`config.mk`:
```
export PLATFORM = sky130hd
export DESIGN_NAME = dwgp_front
export DESIGN_NICKNAME = d
export VERILOG_FILES = /design/src/hdl/display_window_gram_port_unit_macros.svh /design/src/hdl/dwgp_pkg.sv /design/src/hdl/dwgp_front.sv
export SDC_FILE = /design/constraint.sdc
export NUM_CORES = 1
export LEC_CHECK = 0
export ABC_AREA = 1
export BUFFER_PORTS_ARGS = -buffer_cell sky130_fd_sc_hd__buf_4
export CAP_MARGIN = 20
export CELL_PAD_IN_SITES_DETAIL_PLACEMENT = 0
export CELL_PAD_IN_SITES_GLOBAL_PLACEMENT = 1
export CORE_UTILIZATION = 39
export DETAILED_ROUTE_END_ITERATION = 8
export PLACE_DENSITY_LB_ADDON = 0.1
export REMOVE_ABC_BUFFERS = 1
export SLEW_MARGIN = 5
export SYNTH_ARGS = -nofsm -noshare
export SYNTH_HDL_FRONTEND = slang
export SYNTH_SLANG_ARGS = --single-unit
```
`constraint.sdc`:
```
create_clock -name clk -period 7.4 [get_ports clk]
set_clock_uncertainty 0.05 [all_clocks]
set_input_delay 0.37 -clock clk [delete_from_list [all_inputs] [get_ports clk]]
set_output_delay 0.37 -clock clk [all_outputs]
set_load 0.01 [all_outputs]
```
`src/hdl/display_window_gram_port_unit_macros.svh`:
```
// Assertion macros used by the back end of the display window frame memory port unit.
`ifndef DISPLAY_WINDOW_GRAM_PORT_UNIT_MACROS_SVH
`define DISPLAY_WINDOW_GRAM_PORT_UNIT_MACROS_SVH

// Same-cycle implication, sampled on clk, off while arst_n is low.
`define DWGP_ASSERT_IMP(name, ante, cons) \
	name: assert property (@(posedge clk) disable iff (!arst_n) (ante) |-> (cons)) \
		else $error("%m: check failed");

// Next-cycle implication, sampled on clk, off while arst_n is low.
`define DWGP_ASSERT_NXT(name, ante, cons) \
	name: assert property (@(posedge clk) disable iff (!arst_n) (ante) |=> (cons)) \
		else $error("%m: check failed");

`endif

```
`src/hdl/dwgp_pkg.sv`:
```
// Types and constants of the display window frame memory port unit.
`default_nettype none
package dwgp_pkg;

	localparam int unsigned PIXEL_W = 16;
	localparam int unsigned COORD_W = 16;
	localparam int unsigned PANEL_IDX_W = 12;
	localparam int unsigned DEF_PANEL_WIDTH = 800;
	localparam int unsigned DEF_PANEL_HEIGHT = 480;
	localparam int unsigned QUEUE_DEPTH = 2;

	localparam logic [1:0] OPC_COMMAND = 2'd0;
	localparam logic [1:0] OPC_DATA_WRITE = 2'd1;
	localparam logic [1:0] OPC_DATA_READ = 2'd2;

	localparam logic [7:0] CMD_COLUMN = 8'h2A;
	localparam logic [7:0] CMD_ROW = 8'h2B;
	localparam logic [7:0] CMD_WRITE = 8'h2C;
	localparam logic [7:0] CMD_READ = 8'h2E;
	localparam logic [15:0] BYTE_MASK = 16'h00FF;

	localparam logic [2:0] PIDX_START_HI = 3'd0;
	localparam logic [2:0] PIDX_START_LO = 3'd1;
	localparam logic [2:0] PIDX_END_HI = 3'd2;
	localparam logic [2:0] PIDX_END_LO = 3'd3;
	localparam logic [2:0] PIDX_DONE = 3'd4;

	typedef enum logic [1:0] {
		ACC_NONE,
		ACC_WRITE,
		ACC_READ
	} access_kind_t;

	typedef struct packed {
		access_kind_t         kind;
		logic                 hit;
		logic [PIXEL_W-1:0]   pixel;
		logic [COORD_W-1:0]   column;
		logic [COORD_W-1:0]   row;
	} op_t;

endpackage
`default_nettype wire

```
`src/hdl/dwgp_front.sv`:
```
// Front end: decodes bus requests, holds window and cursor, builds memory operations.
`default_nettype none
module dwgp_front #(
	parameter int unsigned PANEL_WIDTH = dwgp_pkg::DEF_PANEL_WIDTH,
	parameter int unsigned PANEL_HEIGHT = dwgp_pkg::DEF_PANEL_HEIGHT,
	parameter int unsigned ADDR_W = 19
) (
	input  wire logic                          clk,
	input  wire logic                          arst_n,
	input  wire logic                          accept,
	input  wire logic [1:0]                    opcode,
	input  wire logic [dwgp_pkg::PIXEL_W-1:0]  bus_value,
	output dwgp_pkg::op_t                      op,
	output logic [ADDR_W-1:0]                  addr
);
	import dwgp_pkg::*;

	localparam int unsigned PROD_W = 2 * PANEL_IDX_W + 1;

	logic [7:0]          cmd_q;
	logic [2:0]          pidx_q;
	logic [COORD_W-1:0]  col_start_q, col_end_q, row_start_q, row_end_q;
	logic [COORD_W-1:0]  col_q, row_q;

	logic [7:0]          cmd_d;
	logic [2:0]          pidx_d;
	logic [COORD_W-1:0]  col_start_d, col_end_d, row_start_d, row_end_d;
	logic [COORD_W-1:0]  col_d, row_d;
	logic [COORD_W-1:0]  adv_col, adv_row;
	logic [COORD_W-1:0]  pbyte;
	logic                in_panel;
	logic [PROD_W-1:0]   lin_addr;
	access_kind_t        kind;

	assign pbyte = bus_value & BYTE_MASK;
	assign in_panel = (32'(col_q) < PANEL_WIDTH) && (32'(row_q) < PANEL_HEIGHT);
	assign lin_addr = PROD_W'(row_q[PANEL_IDX_W-1:0]) * PROD_W'(PANEL_WIDTH)
		+ PROD_W'(col_q[PANEL_IDX_W-1:0]);
	assign addr = lin_addr[ADDR_W-1:0];

	always_comb begin
		if (col_q >= col_end_q) begin
			adv_col = col_start_q;
			adv_row = (row_q >= row_end_q) ? row_start_q : row_q + 16'd1;
		end else begin
			adv_col = col_q + 16'd1;
			adv_row = row_q;
		end
	end

	always_comb begin
		logic [COORD_W-1:0] s_val, e_val;
		cmd_d = cmd_q;
		pidx_d = pidx_q;
		col_start_d = col_start_q;
		col_end_d = col_end_q;
		row_start_d = row_start_q;
		row_end_d = row_end_q;
		col_d = col_q;
		row_d = row_q;
		kind = ACC_NONE;
		s_val = (cmd_q == CMD_COLUMN) ? col_start_q : row_start_q;
		e_val = (cmd_q == CMD_COLUMN) ? col_end_q : row_end_q;
		case (pidx_q)
			PIDX_START_HI: s_val = {pbyte[7:0], s_val[7:0]};
			PIDX_START_LO: s_val = {s_val[15:8], pbyte[7:0]};
			PIDX_END_HI:   e_val = {pbyte[7:0], e_val[7:0]};
			PIDX_END_LO:   e_val = {e_val[15:8], pbyte[7:0]};
			default: ;
		endcase
		unique case (opcode)
			OPC_COMMAND: begin
				cmd_d = bus_value[7:0];
				pidx_d = PIDX_START_HI;
				if (bus_value[7:0] == CMD_WRITE || bus_value[7:0] == CMD_READ) begin
					col_d = col_start_q;
					row_d = row_start_q;
				end
			end
			OPC_DATA_WRITE: begin
				if (cmd_q == CMD_COLUMN || cmd_q == CMD_ROW) begin
					if (cmd_q == CMD_COLUMN) begin
						col_start_d = s_val;
						col_end_d = e_val;
					end else begin
						row_start_d = s_val;
						row_end_d = e_val;
					end
					if (pidx_q < PIDX_DONE)
						pidx_d = pidx_q + 3'd1;
				end else if (cmd_q == CMD_WRITE) begin
					kind = ACC_WRITE;
					col_d = adv_col;
					row_d = adv_row;
				end
			end
			OPC_DATA_READ: begin
				if (cmd_q == CMD_READ) begin
					kind = ACC_READ;
					col_d = adv_col;
					row_d = adv_row;
				end
			end
			default: ;
		endcase
	end

	assign op.kind = kind;
	assign op.hit = in_panel;
	assign op.pixel = bus_value;
	assign op.column = col_d;
	assign op.row = row_d;

	always_ff @(posedge clk or negedge arst_n) begin
		if (!arst_n) begin
			cmd_q <= '0;
			pidx_q <= '0;
			col_start_q <= '0;
			col_end_q <= COORD_W'(PANEL_WIDTH - 1);
			row_start_q <= '0;
			row_end_q <= COORD_W'(PANEL_HEIGHT - 1);
			col_q <= '0;
			row_q <= '0;
		end else if (accept) begin
			cmd_q <= cmd_d;
			pidx_q <= pidx_d;
			col_start_q <= col_start_d;
			col_end_q <= col_end_d;
			row_start_q <= row_start_d;
			row_end_q <= row_end_d;
			col_q <= col_d;
			row_q <= row_d;
		end
	end

endmodule
`default_nettype wire

```
==> flow_summary.toml <==
[run_status]
status = "finished, final reports clean"

[die]
die_area_um2 = 24350
rows = 56
fp.dieW_um = 156.0
initial_core_util = 0.3954
fp.dieH_um = 156.0
ios = 91
core-area_um2 = 23400

[yosys]
synth.top_cell.area_share = 0.2488
syn-instance-count = 1327
synth_cell_type_count = 42
synth.cell_area_um2 = 9254
synth_flop_cell = "dfrtp_1"
synth-async-reset-ratio = 1.000
synth_seq_area_share = 0.2914
synth_common_cells = "nand2_1 (400), inv_1 (173), o21ai_0 (106)"
synth_edf_count = 0
ys_seq_elements = 107
avgSynthCellArea_um2 = 6.974
yosysWarnings = 0
synth_most_common_cell = "nand2_1"
synthTopCellsByArea = "dfrtp_1 (25%), nand2_1 (16%), ha_1 (11%), inv_1 (7.0%), o21ai_0 (5.7%)"
synth_top_area_cell = "dfrtp_1"

[global_routing]
grt_pass1_vias = 8110
grt_max_degree = 74
groute.layer.met1.usage = 0.3674
grt_util_met2 = 0.3922
grt_pass1_wl_um = 47200
antenna_found_initial = 0
overflow = 0
grt.busiest_layer = "met2"
grtUsageTotal = 0.2560
use_met3 = 0.04667

[drt]
drt-initial-drc-count = 603
routed_via_density = 5.113
num_vias = 8579
ant_nets = 0
dr.pass1.iters = 5
wl_um = 29990
wl_per_cell_um = 17.87
drc = 0

[run]
cap_violations = 0

[critical_path]
required_ns = 6.98
arrival_ns = 4.00
critPathKind = "reg -> out"
critPathMostFrequentCell = "ha_1"
startpoint_type = "flip-flop"
crit_path_end_kind = "output port"
critPathMaxStageDelay_ns = 0.49
crit_chain = "ha_1, ha_1, fa_1, ha_1, xor2_1, ha_1, nand2_1, o21ai_0, nand2_1, nor2_1, nand3_1, o21bai_1, nand2_1, buf_4"
critPathMaxFanout = 8
cp_slowest_cell = "dfrtp_1"

[placed_design]
gp_congestion = 0.8306
portBuffers = 74
dp_hpwl_um = 22540
placed_area_um2 = 9862

[clock_tree]
clock_path_buffers = 2
clk_latency_ns = 0.37
cts_tree = "done"
htree_levels = 3
clk_pin_slew_ns = 0.09
root_buffer = "clkbuf_16"
post_cts_buffers = 0
cts_sinks = 107
numCtsBuffers = 9

[final_layout]
fin_nets = 1464
final_core_util = 0.4361
drive_gt1_frac = 0.1082
fin_area_um2 = 10200
area_growth_pct = 10.28
n_antenna_cell = 0
fill_cells = 2556

[timing]
max_freq_ghz = 0.2260
worstMarginPinSlew_ns = 0.9511
rsz0062_at_grt = "no"
finalSetupViolations = 0
maxSlewViolCount = 0
fin_setup_tns_ns = 0
finalCritPeriodShare = 0.5979
relSlewSlack = 0.3660
fin_crit_ns = 4.424
hold_viol = 0

[pwr]
power_density_nw_per_um2 = 155.3
ir_worst_vdd_v = 0.0001004
power.leakage_uw = 0.005458

[hold_path]
hold_path_class = "in -> reg"
-- cell type report --
type	count	area, um2	area share
tap	319	399.1	0.03911
multi-input combinational	973	5478	0.5368
sequential	107	2696	0.2642
inverter	179	673.1	0.06596
clock inverter	7	80.08	0.007847
timing repair buffer	84	653.1	0.06400
clock buffer	9	225.2	0.02207
-- flip-flops by register name (all words and copies together), names as in the netlist --
| signal | cells |
|---|---|
| col_end_q | 16 |
| col_q | 16 |
| col_start_q | 16 |
| row_end_q | 16 |
| row_q | 16 |
| row_start_q | 16 |
| cmd_q | 8 |
| pidx_q | 3 |
-- path summary, 6_finish.rpt --
path                                            from                  endpoint  slack (ns)  cells after the start
worst min-delay path                    bus_value[6]      cmd_q[6]$_DFFE_PN0P_        0.32                      3
worst max register to register  row_q[9]$_DFFE_PN0P_      row_q[8]$_DFFE_PN0P_        4.08                     12
worst min register to register  cmd_q[7]$_DFFE_PN0P_      cmd_q[7]$_DFFE_PN0P_        0.45                      2
max in group asynchronous                     arst_n  col_end_q[0]$_DFFE_PN1P_        5.84                      4
min in group asynchronous                     arst_n      cmd_q[2]$_DFFE_PN0P_        0.43                      2
worst max-delay path            row_q[2]$_DFFE_PN0P_                  addr[18]        2.98                     14
-- layout by cell type (no fill, tap or decap), types with 2 or more instances in the layout --
master / count
inv_8: 2
nand2_1: 400
a21oi_1: 41
nand4_1: 24
fa_1: 8
o21ai_0: 106
inv_1: 173
xnor2_1: 7
dfrtp_1: 92
a22oi_1: 16
inv_2: 5
a21o_1: 4
ha_1: 81
dfstp_2: 15
o211ai_1: 4
nand3b_1: 2
nor4_2: 2
clkbuf_16: 9
o32ai_1: 15
buf_4: 82
o21bai_1: 2
o21ai_2: 14
clkinv_8: 2
nor4_1: 2
nor2_1: 81
o21ai_1: 17
nor3_1: 9
o22ai_1: 11
xor2_1: 33
nand3_1: 69
a21boi_0: 13
nand2_2: 3
-- worst max-delay path: cells and delay by family, from the launching register on --
| family | cells | cell delay [ns] |
|---|---|---|
| simple gates | 5 | 0.53 |
| flops | 1 | 0.49 |
| compound gates | 2 | 0.44 |
| buf+inv | 1 | 0.14 |
| fa+ha+maj | 5 | 1.82 |
| xor+xnor | 1 | 0.19 |
-- power by group --
part | internal [uW] | total [uW] | leakage [uW] | switching (uW)
Combinational | 155 | 388 | 0.00412 | 233
Clock | 242 | 516 | 0.000146 | 274
Sequential | 622 | 681 | 0.00119 | 58.4
-- through the flow --
stage / std cells / setup slack (ns) / hold WS, ns / total power [uW]
after floorplan: 1259 / 3.732 / 0.02441 / 905.6
after global placement: 1660 / 3.417 / 0.3134 / 1077
after detailed placement: 1660 / 3.373 / 0.3112 / 1078
after CTS: 1677 / 2.939 / 0.3048 / 1597
after global routing: 1678 / 2.728 / 0.3271 / 1676
final: 1678 / 2.976 / 0.3223 / 1585
-- kinds of logic (layout without fill, tap and decap cells) --
group / count (synthesis) / in the layout / share of synthesized area
AO/OA/AOI/OAI: 245 / 245 / 0.1568
AND/OR/NAND/NOR: 597 / 597 / 0.2668
multiplexers: 2 / 2 / 0.002839
XOR/XNOR: 40 / 40 / 0.03786
buffers and inverters: 247 / 279 / 0.1175
flip-flops: 107 / 107 / 0.2914
adder cells (fa/ha/maj): 89 / 89 / 0.1268
-- what timing repair did --
item	4_1_cts	5_1_grt
endpoints found under the setup margin	0	0
hold endpoints to repair	32	0
resized for setup	0	0
hold buffers	1	0
-- metal layers --
layer | vias up | wire [um]
li1 | 4344 | -
met1 | 4002 | 14700
met2 | 203 | 13130
met3 | 30 | 1496
met4 | 0 | 656
met5 | - | 0
Note: power is estimated with default switching activity, not from simulation.
