**src/hdl/display_window_gram_port_unit_macros.svh**
```systemverilog
// Assertion macros used by the back end of the display window frame memory port unit.
`ifndef DISPLAY_WINDOW_GRAM_PORT_UNIT_MACROS_SVH
`define DISPLAY_WINDOW_GRAM_PORT_UNIT_MACROS_SVH

// Same-cycle implication, sampled on clk, off while arst_n is low.
`define DWGP_ASSERT_IMP(name, ante, cons) \
	name: assert property (@(posedge clk) disable iff (!arst_n) (ante) |-> (cons)) \
		else $error("%m: check failed");

// Next-cycle implication, sampled on clk, off while arst_n is low.
`define DWGP_ASSERT_NXT(name, ante, cons) \
	name: assert property (@(posedge clk) disable iff (!arst_n) (ante) |=> (cons)) \
		else $error("%m: check failed");

`endif

```
**src/hdl/dwgp_pkg.sv**
```systemverilog
// Types and constants of the display window frame memory port unit.
`default_nettype none
package dwgp_pkg;

	localparam int unsigned PIXEL_W = 16;
	localparam int unsigned COORD_W = 16;
	localparam int unsigned PANEL_IDX_W = 12;
	localparam int unsigned DEF_PANEL_WIDTH = 800;
	localparam int unsigned DEF_PANEL_HEIGHT = 480;
	localparam int unsigned QUEUE_DEPTH = 2;

	localparam logic [1:0] OPC_COMMAND = 2'd0;
	localparam logic [1:0] OPC_DATA_WRITE = 2'd1;
	localparam logic [1:0] OPC_DATA_READ = 2'd2;

	localparam logic [7:0] CMD_COLUMN = 8'h2A;
	localparam logic [7:0] CMD_ROW = 8'h2B;
	localparam logic [7:0] CMD_WRITE = 8'h2C;
	localparam logic [7:0] CMD_READ = 8'h2E;
	localparam logic [15:0] BYTE_MASK = 16'h00FF;

	localparam logic [2:0] PIDX_START_HI = 3'd0;
	localparam logic [2:0] PIDX_START_LO = 3'd1;
	localparam logic [2:0] PIDX_END_HI = 3'd2;
	localparam logic [2:0] PIDX_END_LO = 3'd3;
	localparam logic [2:0] PIDX_DONE = 3'd4;

	typedef enum logic [1:0] {
		ACC_NONE,
		ACC_WRITE,
		ACC_READ
	} access_kind_t;

	typedef struct packed {
		access_kind_t         kind;
		logic                 hit;
		logic [PIXEL_W-1:0]   pixel;
		logic [COORD_W-1:0]   column;
		logic [COORD_W-1:0]   row;
	} op_t;

endpackage
`default_nettype wire

```
**src/hdl/dwgp_queue.sv**
```systemverilog
// Short queue of memory operations between front and back end.
`default_nettype none
module dwgp_queue #(
	parameter int unsigned ADDR_W = 19,
	parameter int unsigned DEPTH = dwgp_pkg::QUEUE_DEPTH
) (
	input  wire logic               clk,
	input  wire logic               arst_n,
	input  wire logic               push,
	input  wire dwgp_pkg::op_t      push_op,
	input  wire logic [ADDR_W-1:0]  push_addr,
	input  wire logic               pop,
	output dwgp_pkg::op_t           head_op,
	output logic [ADDR_W-1:0]       head_addr,
	output logic                    empty,
	output logic                    full
);
	import dwgp_pkg::*;

	localparam int unsigned PTR_W = (DEPTH > 1) ? $clog2(DEPTH) : 1;
	localparam int unsigned CNT_W = $clog2(DEPTH + 1);

	op_t                ops_q [DEPTH];
	logic [ADDR_W-1:0]  addrs_q [DEPTH];
	logic [PTR_W-1:0]   wr_ptr_q, rd_ptr_q;
	logic [CNT_W-1:0]   count_q;

	assign empty = (count_q == '0);
	assign full = (count_q == CNT_W'(DEPTH));
	assign head_op = ops_q[rd_ptr_q];
	assign head_addr = addrs_q[rd_ptr_q];

	always_ff @(posedge clk) begin
		if (push) begin
			ops_q[wr_ptr_q] <= push_op;
			addrs_q[wr_ptr_q] <= push_addr;
		end
	end

	always_ff @(posedge clk or negedge arst_n) begin
		if (!arst_n) begin
			wr_ptr_q <= '0;
			rd_ptr_q <= '0;
			count_q <= '0;
		end else begin
			if (push)
				wr_ptr_q <= (wr_ptr_q == PTR_W'(DEPTH - 1)) ? '0 : wr_ptr_q + 1'b1;
			if (pop)
				rd_ptr_q <= (rd_ptr_q == PTR_W'(DEPTH - 1)) ? '0 : rd_ptr_q + 1'b1;
			if (push && !pop)
				count_q <= count_q + 1'b1;
			else if (pop && !push)
				count_q <= count_q - 1'b1;
		end
	end

endmodule
`default_nettype wire

```
**config.mk**
```make
export PLATFORM = sky130hd
export DESIGN_NAME = dwgp_queue
export DESIGN_NICKNAME = d
export VERILOG_FILES = /design/src/hdl/display_window_gram_port_unit_macros.svh /design/src/hdl/dwgp_pkg.sv /design/src/hdl/dwgp_queue.sv
export SDC_FILE = /design/constraint.sdc
export NUM_CORES = 1
export LEC_CHECK = 0
export BUFFER_PORTS_ARGS = -buffer_cell sky130_fd_sc_hd__buf_2
export CORE_MARGIN = 2
export CORE_UTILIZATION = 56
export DETAILED_ROUTE_END_ITERATION = 10
export PLACE_DENSITY = 0.85
export SYNTH_ARGS = -nofsm -noshare
export SYNTH_HDL_FRONTEND = slang
export SYNTH_SLANG_ARGS = --single-unit
export TNS_END_PERCENT = 10
```
**constraint.sdc**
```tcl
create_clock -name clk -period 10.3 [get_ports clk]
set_clock_uncertainty 0.15 [all_clocks]
set_input_delay 1.545 -clock clk [delete_from_list [all_inputs] [get_ports clk]]
set_output_delay 1.545 -clock clk [all_outputs]
set_load 0.02 [all_outputs]
```
==> results of run 1 <==
-- cells in the final DEF, fill, tap and decap left out --
| master | n |
|---|---|
| bufinv_16 | 1 |
| clkinvlp_4 | 6 |
| ha_1 | 1 |
| mux2_2 | 1 |
| buf_4 | 2 |
| xor2_1 | 4 |
| dfrtp_1 | 3 |
| inv_1 | 1 |
| mux2_4 | 69 |
| nor2b_1 | 1 |
| clkinv_1 | 1 |
| xnor2_1 | 1 |
| inv_6 | 3 |
| clkbuf_16 | 16 |
| buf_2 | 145 |
| nor2_1 | 2 |
| dfrtp_4 | 1 |
| nor2b_4 | 1 |
| inv_8 | 1 |
| clkbuf_8 | 1 |
| edfxtp_1 | 140 |
| and2_4 | 1 |
| clkbuf_1 | 1 |
| clkinv_4 | 2 |
-- kinds of logic (layout without fill, tap and decap cells) --
logic type,count (synthesis),after routing,share of synthesized area
flops,144,144,0.770
simple gates,5,5,0.00470
mux,70,70,0.187
xor+xnor,5,5,0.00783
buf+inv,9,180,0.0278
fa+ha+maj,1,1,0.00224
-- worst min path at each step --
stage	from	endpoint	slack [ns]	depth (start not counted)
final	count_q[1]$_DFFE_PN0P_	count_q[1]$_DFFE_PN0P_	0.35	1
after global routing	count_q[1]$_DFFE_PN0P_	count_q[1]$_DFFE_PN0P_	0.40	1
after CTS	count_q[1]$_DFFE_PN0P_	count_q[1]$_DFFE_PN0P_	0.36	1
after detailed placement	count_q[1]$_DFFE_PN0P_	count_q[1]$_DFFE_PN0P_	0.34	1
after global placement	count_q[1]$_DFFE_PN0P_	count_q[1]$_DFFE_PN0P_	0.32	1
after floorplan	wr_ptr_q$_DFFE_PN0P_	wr_ptr_q$_DFFE_PN0P_	0.30	1
-- worst max-delay path, stage by stage, from the launching register on --
cell	delay, ns
dfrtp_4	0.80
buf_4	0.70
mux2_4	0.36
buf_2	0.16
-- area by class of cell --
class / count / area [um2]
Sequential cell: 144 / 4310
Tap cell: 133 / 166
Clock inverter: 14 / 134
Fill cell: 630 / 2820
Inverter: 1 / 3.75
Timing Repair Buffer: 147 / 741
Clock buffer: 18 / 418
Multi-Input combinational cell: 81 / 1140
-- power groups by stage --
stage                     clock network [mW]  registers (mW)  logic [mW]
after floorplan                            0           0.823       0.564
after global placement                     0           0.851       0.640
after detailed placement                   0           0.860       0.648
after CTS                              0.568           0.850       0.649
after global routing                   0.593           0.857       0.678
final                                  0.556           0.846       0.641
-- synthesized netlist by cell type (all sizes together) --
library cell    n  area share
ha              1      0.0022
mux2           70        0.19
xor2            4      0.0063
dfrtp           4       0.018
and2            1      0.0011
buf             8       0.027
inv             1     0.00067
xnor2           1      0.0016
nor2            2      0.0013
edfxtp        140        0.75
nor2b           2      0.0022
-- flip-flops by register name, indices dropped and copies added (netlist names) --
name,count
count_q,2
wr_ptr_q,1
rd_ptr_q,1
ops_q,102
addrs_q,38
-- layer usage --
layer  vias to the layer above  GRT usage
li1                       1244          -
met1                      1293      0.209
met2                       108      0.279
met3                        17     0.0620
met4                         0     0.0907
met5                         -          0
-- stage by stage --
stage	std cells	setup slack, ns	utilization	cell area [um2]
2_1_floorplan	234	5.03	-	5590
3_3_place_gp	506	6.56	0.654	6360
3_5_place_dp	506	6.53	0.654	6360
4_1_cts	538	5.97	0.710	6910
5_1_grt	538	5.89	0.710	6910
6_report	538	6.01	0.710	6910
==> impl_metrics.json, run 1 <==
{
  "status": "completed",
  "worstSkewPairLatency_ns": 0.51,
  "antenna_found_initial": 0,
  "grt_overflow": 0,
  "wl_per_cell_um": 16.8,
  "wl_met1_mm": 3.72,
  "seq_area_frac_synth": 0.770,
  "finalCriticalPeriod_ns": 4.29,
  "seq_power_share": 0.414,
  "worst_slew_pin_slew_ns": 0.943,
  "drt_wl_total_mm": 9.03,
  "place_congestion": 0.736,
  "post_cts_resize_count": 0,
  "cts_tree": "done",
  "finalSetupViolCount": 0,
  "hold_class": "reg2reg",
  "critPathKind": "reg2out",
  "cp_data_arrival_time_ns": 2.60,
  "start_util": 0.574,
  "ff2ff_path_depth": 2,
  "p_sw_uw": 642,
  "ir_drop_v": 0.000195,
  "grt_pass1_wl_mm": 13.9,
  "hold_violations": 0,
  "clockPowerShare": 0.272,
  "setup_tns_ns": 0,
  "fmax_mhz": 233,
  "diodes": 0,
  "slew_headroom": 0.371,
  "port_buffers": 145,
  "postCtsSetupRepairBufs": 0,
  "dr.pass1.iters": 4,
  "cts_buffers": 17,
  "core_area_um2": 9730,
  "grt_start_max_net_pins": 71,
  "cts.clk_slew.worst_paths_ns": 0.06,
  "rows": 36,
  "root_buffer": "clkbuf_8",
  "track_usage": 0.174,
  "netlist_area_um2": 5590,
  "slew_viol_final": 0,
  "p_total_mw": 2.04,
  "leakagePower_nw": 2.81,
  "die_w_um": 104,
  "routed-via-count": 2662,
  "r2r-start": "wr_ptr_q$_DFFE_PN0P_",
  "clock_sinks": 144,
  "cp_max_fo": 41,
  "route.met3.wl_um": 615,
  "fin_crit_sh": 0.417,
  "crit_required_ns": 8.61,
  "avgSynthCellArea_um2": 23.9,
  "ant_nets": 0,
  "synth_fp_nets": 309,
  "highest_layer": "met4",
  "p_int_mw": 1.40,
  "cp-end-kind": "primary output",
  "dr.first_iter.drc_count": 133,
  "p_sw_frac": 0.314,
  "die_y_um": 104,
  "p_per_area_nw_per_um2": 296,
  "cts_hold_buf": 0,
  "reg2reg_to": "ops_q[0][39]$_DFFE_PP_",
  "die_area_um2": 10800,
  "drc_errors": 0,
  "cp-start-kind": "flop",
  "drive_above_1_share": 0.617,
  "nets": 467,
  "routed-wl-met2_mm": 4.50,
  "hpwlAfterDp_mm": 5.77,
  "synth_cells": 234,
  "crit_start": "rd_ptr_q$_DFFE_PN0P_",
  "rsz0062_at_grt": "no",
  "ff2ff_setup_slack_ns": 8.01,
  "area_growth_pct": 23.6,
  "cts_buffer_depth": 2,
  "maxCapViolations": 0,
  "ys_ff_latch": 144,
  "power_frac_comb": 0.314,
  "synth.yosys.warnings": 0,
  "viasPerCell": 4.95,
  "grt_pass1_vias": 2824,
  "critPathCapture": "head_op[40]",
  "ioPinCount": 146,
  "ys_types": 13,
  "whs_ns": 0.355,
  "h-tree-depth": 4
}
(Power assumes the default switching activity.)
==> run 2, diff against run 1 <==
- CORE_UTILIZATION: 56 -> 52
- PLACE_DENSITY: 0.85 -> 0.8
- clock period: 10.3 -> 4.1 ns (I/O delays scaled with it)
==> impl_metrics.json, run 2 (synthesized netlist as in run 1, its figures left out) <==
{
  "hpwlAfterDp_mm": 5.92,
  "final_common_cell": "buf_2",
  "routed-via-count": 2653,
  "stdcell_area_um2": 7010,
  "die_w_um": 108,
  "cp_data_arrival_time_ns": 2.31,
  "slew_viol_final": 0,
  "cts.clk_slew.worst_paths_ns": 0.06,
  "fmax_mhz": 325,
  "fin_cells": 542,
  "cp-end-kind": "primary output",
  "post-route-util": 0.676,
  "dp_cells": 509,
  "crit_chain": "buf_12 -> mux2_4 -> buf_2",
  "cts_buffer_depth": 2,
  "drt_wl_total_mm": 9.08,
  "die_area_um2": 11600,
  "worst_slew_pin_slew_ns": 0.961,
  "most-common-layout-cells": "buf_2 (145), edfxtp_1 (140), mux2_4 (69), clkbuf_16 (16)",
  "core_area_um2": 10400,
  "diodes": 0,
  "reg_top3": "ops_q x102, addrs_q x38, count_q x2",
  "place_ws_ns": 1.55,
  "power_frac_comb": 0.303,
  "cp-start-kind": "flop",
  "dr.pass1.iters": 4,
  "cp_slowest_stage_delay_ns": 0.93,
  "start_util": 0.539,
  "nets": 468,
  "setup_ws_ns": 1.03,
  "largest_register_ffs": 102,
  "grt_start_max_net_pins": 71,
  "setup_tns_ns": 0,
  "placed_cell_area_um2": 6390,
  "cts_tree": "done",
  "track_usage": 0.163,
  "p_int_mw": 3.71,
  "cts_buffers": 17,
  "p_sw_mw": 1.58,
  "rsz0062_at_grt": "no",
  "die_y_um": 108,
  "finalCriticalPeriod_ns": 3.07,
  "p_total_mw": 5.30,
  "slew_headroom": 0.359,
  "grt_overflow": 0,
  "finalSetupViolCount": 0,
  "p_sw_frac": 0.299,
  "root_buffer": "clkbuf_8",
  "cp_max_fo": 39,
  "worstSkewPairLatency_ns": 0.51,
  "critPathKind": "reg2out",
  "rows": 37,
  "dr.first_iter.drc_count": 142,
  "grt_pass1_wl_mm": 13.6,
  "fin_crit_sh": 0.750,
  "clock_sinks": 144,
  "clockPowerShare": 0.290,
  "hold_class": "in2reg",
  "maxCapViolations": 0,
  "seq_power_share": 0.407,
  "wl_per_cell_um": 16.8,
  "area_growth_pct": 25.4,
  "status": "completed",
  "whs_ns": 0.134,
  "drc_errors": 0,
  "crit_required_ns": 3.34,
  "ir_drop_v": 0.000645,
  "max_flop_register": "ops_q",
  "grt_pass1_vias": 2669,
  "p_per_area_nw_per_um2": 756,
  "drive_above_1_share": 0.616,
  "port_buffers": 145,
  "viasPerCell": 4.89,
  "hold_violations": 0,
  "crit_path_top_delay_cell": "dfrtp_4",
  "place_congestion": 0.706,
  "h-tree-depth": 4,
  "ant_nets": 0,
  "leakagePower_nw": 2.86,
  "ioPinCount": 146,
  "fillers": 719,
  "antenna_found_initial": 0
}
run 2: changes by cell type in the layout (fill, tap and decap cells not counted):
| cell | delta |
|---|---|
| inv_8 | -1 |
| buf_12 | +2 |
| clkinv_2 | +2 |
| buf_4 | -2 |
| bufinv_16 | +3 |
| clkinvlp_4 | -3 |
| inv_6 | -3 |
| dlygate4sd3_1 | +1 |
| clkinv_4 | +2 |
run 2: final timing paths:
path	start	to	slack, ns	cells past startpoint
hold reg to reg	count_q[1]$_DFFE_PN0P_	count_q[1]$_DFFE_PN0P_	0.38	1
min in group asynchronous	arst_n	count_q[1]$_DFFE_PN0P_	0.28	2
setup / recovery	rd_ptr_q$_DFFE_PN0P_	head_op[29]	1.03	3
hold / removal	push_op[45]	ops_q[0][45]$_DFFE_PP_	0.13	1
max in group asynchronous	arst_n	rd_ptr_q$_DFFE_PN0P_	3.39	2
setup reg to reg	wr_ptr_q$_DFFE_PN0P_	ops_q[0][33]$_DFFE_PP_	2.16	2
run 2: repair_timing:
item,4_1_cts,5_1_grt
hold buffers,1,0
resized for setup,0,0
buffers inserted,0,0
endpoints found under the hold margin,4,0
run 2: layer usage:
| metal | routed length [um] | up-vias | GRT usage | part of all wire |
|---|---|---|---|---|
| met1 | 3500 | 1289 | 0.190 | 0.39 |
| met5 | 0 | - | 0 | 0 |
| met4 | 201 | 0 | 0.0870 | 0.022 |
| li1 | - | 1243 | - | - |
| met3 | 571 | 14 | 0.0502 | 0.063 |
| met2 | 4810 | 107 | 0.270 | 0.53 |
run 2: power groups by stage:
stage | Clock [mW] | Combinational (mW) | Sequential, mW
6_report | 1.54 | 1.61 | 2.15
5_1_grt | 1.63 | 1.71 | 2.19
4_1_cts | 1.56 | 1.63 | 2.16
3_5_place_dp | 0 | 1.63 | 2.19
3_3_place_gp | 0 | 1.60 | 2.16
2_1_floorplan | 0 | 1.42 | 2.06
run 2: critical path: cells and delay by family (launching register included):
| family | cells | cell delay [ns] |
|---|---|---|
| DFF | 1 | 0.93 |
| buffers and inverters | 2 | 0.51 |
| muxes | 1 | 0.33 |
run 2: layout make-up:
class                           count  area (um2)  share of cell area
Sequential cell                   144        4310               0.615
Tap cell                          136         170              0.0243
Inverter                            1        3.75            0.000536
Clock inverter                     14         191              0.0273
Clock buffer                       18         418              0.0596
Multi-Input combinational cell     81        1140               0.163
Timing Repair Buffer              148         776               0.111
==> run 3, diff against run 2 <==
- clock period: 4.1 -> 3.1 ns (I/O delays scaled with it)
==> impl_metrics.json, run 3 (synthesized netlist as in run 1, its figures left out) <==
{
  "slew_viol_final": 0,
  "largest_register_ffs": 102,
  "viasPerCell": 4.85,
  "place_congestion": 0.671,
  "worstSkewPairLatency_ns": 0.51,
  "dp_cells": 511,
  "die_w_um": 108,
  "cp-end-kind": "primary output",
  "rows": 37,
  "drt_wl_total_mm": 10.4,
  "grt_overflow": 0,
  "final_common_cell": "buf_2",
  "core_area_um2": 10400,
  "cp_max_fo": 35,
  "grt_start_max_net_pins": 71,
  "grt_pass1_wl_mm": 15.6,
  "post_cts_resize_count": 0,
  "postCtsSetupRepairBufs": 0,
  "drive_above_1_share": 0.526,
  "placed_cell_area_um2": 6410,
  "antenna_found_initial": 0,
  "track_usage": 0.185,
  "root_buffer": "clkbuf_8",
  "routed-via-count": 2985,
  "area_growth_pct": 39.7,
  "stdcell_area_um2": 7810,
  "cp_data_arrival_time_ns": 2.17,
  "max_flop_register": "ops_q",
  "rsz0062_at_grt": "no",
  "setup_tns_ns": 0,
  "finalSetupViolCount": 0,
  "maxCapViolations": 0,
  "ioPinCount": 146,
  "hpwlAfterDp_mm": 5.98,
  "cts_buffers": 17,
  "ant_nets": 0,
  "finalCriticalPeriod_ns": 2.78,
  "cts_hold_buf": 72,
  "cts.clk_slew.worst_paths_ns": 0.06,
  "dr.pass1.iters": 4,
  "cts_tree": "done",
  "reg_top3": "ops_q x102, addrs_q x38, count_q x2",
  "cts_buffer_depth": 2,
  "most-common-layout-cells": "buf_2 (145), edfxtp_1 (140), dlygate4sd3_1 (72), mux2_4 (69), clkbuf_16 (16)",
  "p_per_area_nw_per_um2": 941,
  "cp-start-kind": "flop",
  "ir_drop_v": 0.000753,
  "start_util": 0.539,
  "drc_errors": 0,
  "wl_per_cell_um": 16.9,
  "clock_sinks": 144,
  "fmax_mhz": 359,
  "fin_cells": 616,
  "crit_required_ns": 2.48,
  "port_buffers": 145,
  "fin_crit_sh": 0.898,
  "dr.first_iter.drc_count": 178,
  "grt_pass1_vias": 3180,
  "worst_slew_pin_slew_ns": 0.540,
  "critPathKind": "reg2out",
  "hold_violations": 0,
  "die_y_um": 108,
  "hold_class": "in2reg",
  "slew_headroom": 0.640,
  "die_area_um2": 11600,
  "leakagePower_nw": 3.21,
  "status": "completed",
  "nets": 541,
  "h-tree-depth": 4
}
## run 3: cell types whose count changed in the layout (fill, tap and decap cells not counted), sizes merged
| cell | previous run | this run |
|---|---|---|
| clkinvlp | 3 | 1 |
| clkbuf | 18 | 22 |
| clkinv | 7 | 3 |
| diode | 0 | 1 |
| buf | 147 | 149 |
| dlygate4sd3 | 1 | 72 |
| bufinv | 4 | 6 |
## run 3: metrics by stage
step           power [mW]  hold WS, ns   util  worst slack, ns
6_report             7.35       0.0699  0.753            0.315
5_1_grt              7.63       0.0651  0.753            0.207
4_1_cts              7.39       0.0437  0.753            0.295
3_5_place_dp         5.06        0.128  0.619            0.861
3_3_place_gp         5.00        0.124  0.619            0.866
2_1_floorplan        4.60       0.0194      -            0.218
## run 3: final cells by class
| class | instances | area, um2 |
|---|---|---|
| clock inverters | 10 | 206 |
| well taps | 136 | 170 |
| clock buffers | 22 | 463 |
| multi-input cells | 81 | 1140 |
| repair buffers | 221 | 1510 |
| flip-flops and latches | 144 | 4310 |
| inverters | 1 | 3.75 |
| fillers | 608 | 2560 |
| diodes | 1 | 2.50 |
## run 3: critical path, stage by stage (launching register included)
cell	delay [ns]
dfrtp_4	0.77
buf_12	0.34
mux2_4	0.34
buf_2	0.16
## run 3: power by group
part	switching, mW	total [mW]	internal, mW
Clock	0.732	2.26	1.53
Sequential	0.213	2.80	2.59
Combinational	1.19	2.28	1.09
Total	2.13	7.35	5.21
## run 3: path summary, 6_finish.rpt
path	startpoint	to	slack, ns	cells after the start
worst max-delay path	rd_ptr_q$_DFFE_PN0P_	head_op[32]	0.32	3
worst min-delay path	push	wr_ptr_q$_DFFE_PN0P_	0.07	2
worst max register to register	wr_ptr_q$_DFFE_PN0P_	ops_q[1][19]$_DFFE_PP_	1.43	2
worst min register to register	count_q[1]$_DFFE_PN0P_	count_q[1]$_DFFE_PN0P_	0.36	1
max in group asynchronous	arst_n	rd_ptr_q$_DFFE_PN0P_	2.53	2
min in group asynchronous	arst_n	count_q[1]$_DFFE_PN0P_	0.13	2
## run 3: layer usage
layer | vias up | wire length [um] | global-route usage
met4 | 0 | 167 | 0.0842
met5 | - | 0 | 0
li1 | 1388 | - | -
met1 | 1478 | 4040 | 0.205
met2 | 103 | 5730 | 0.332
met3 | 16 | 490 | 0.0502
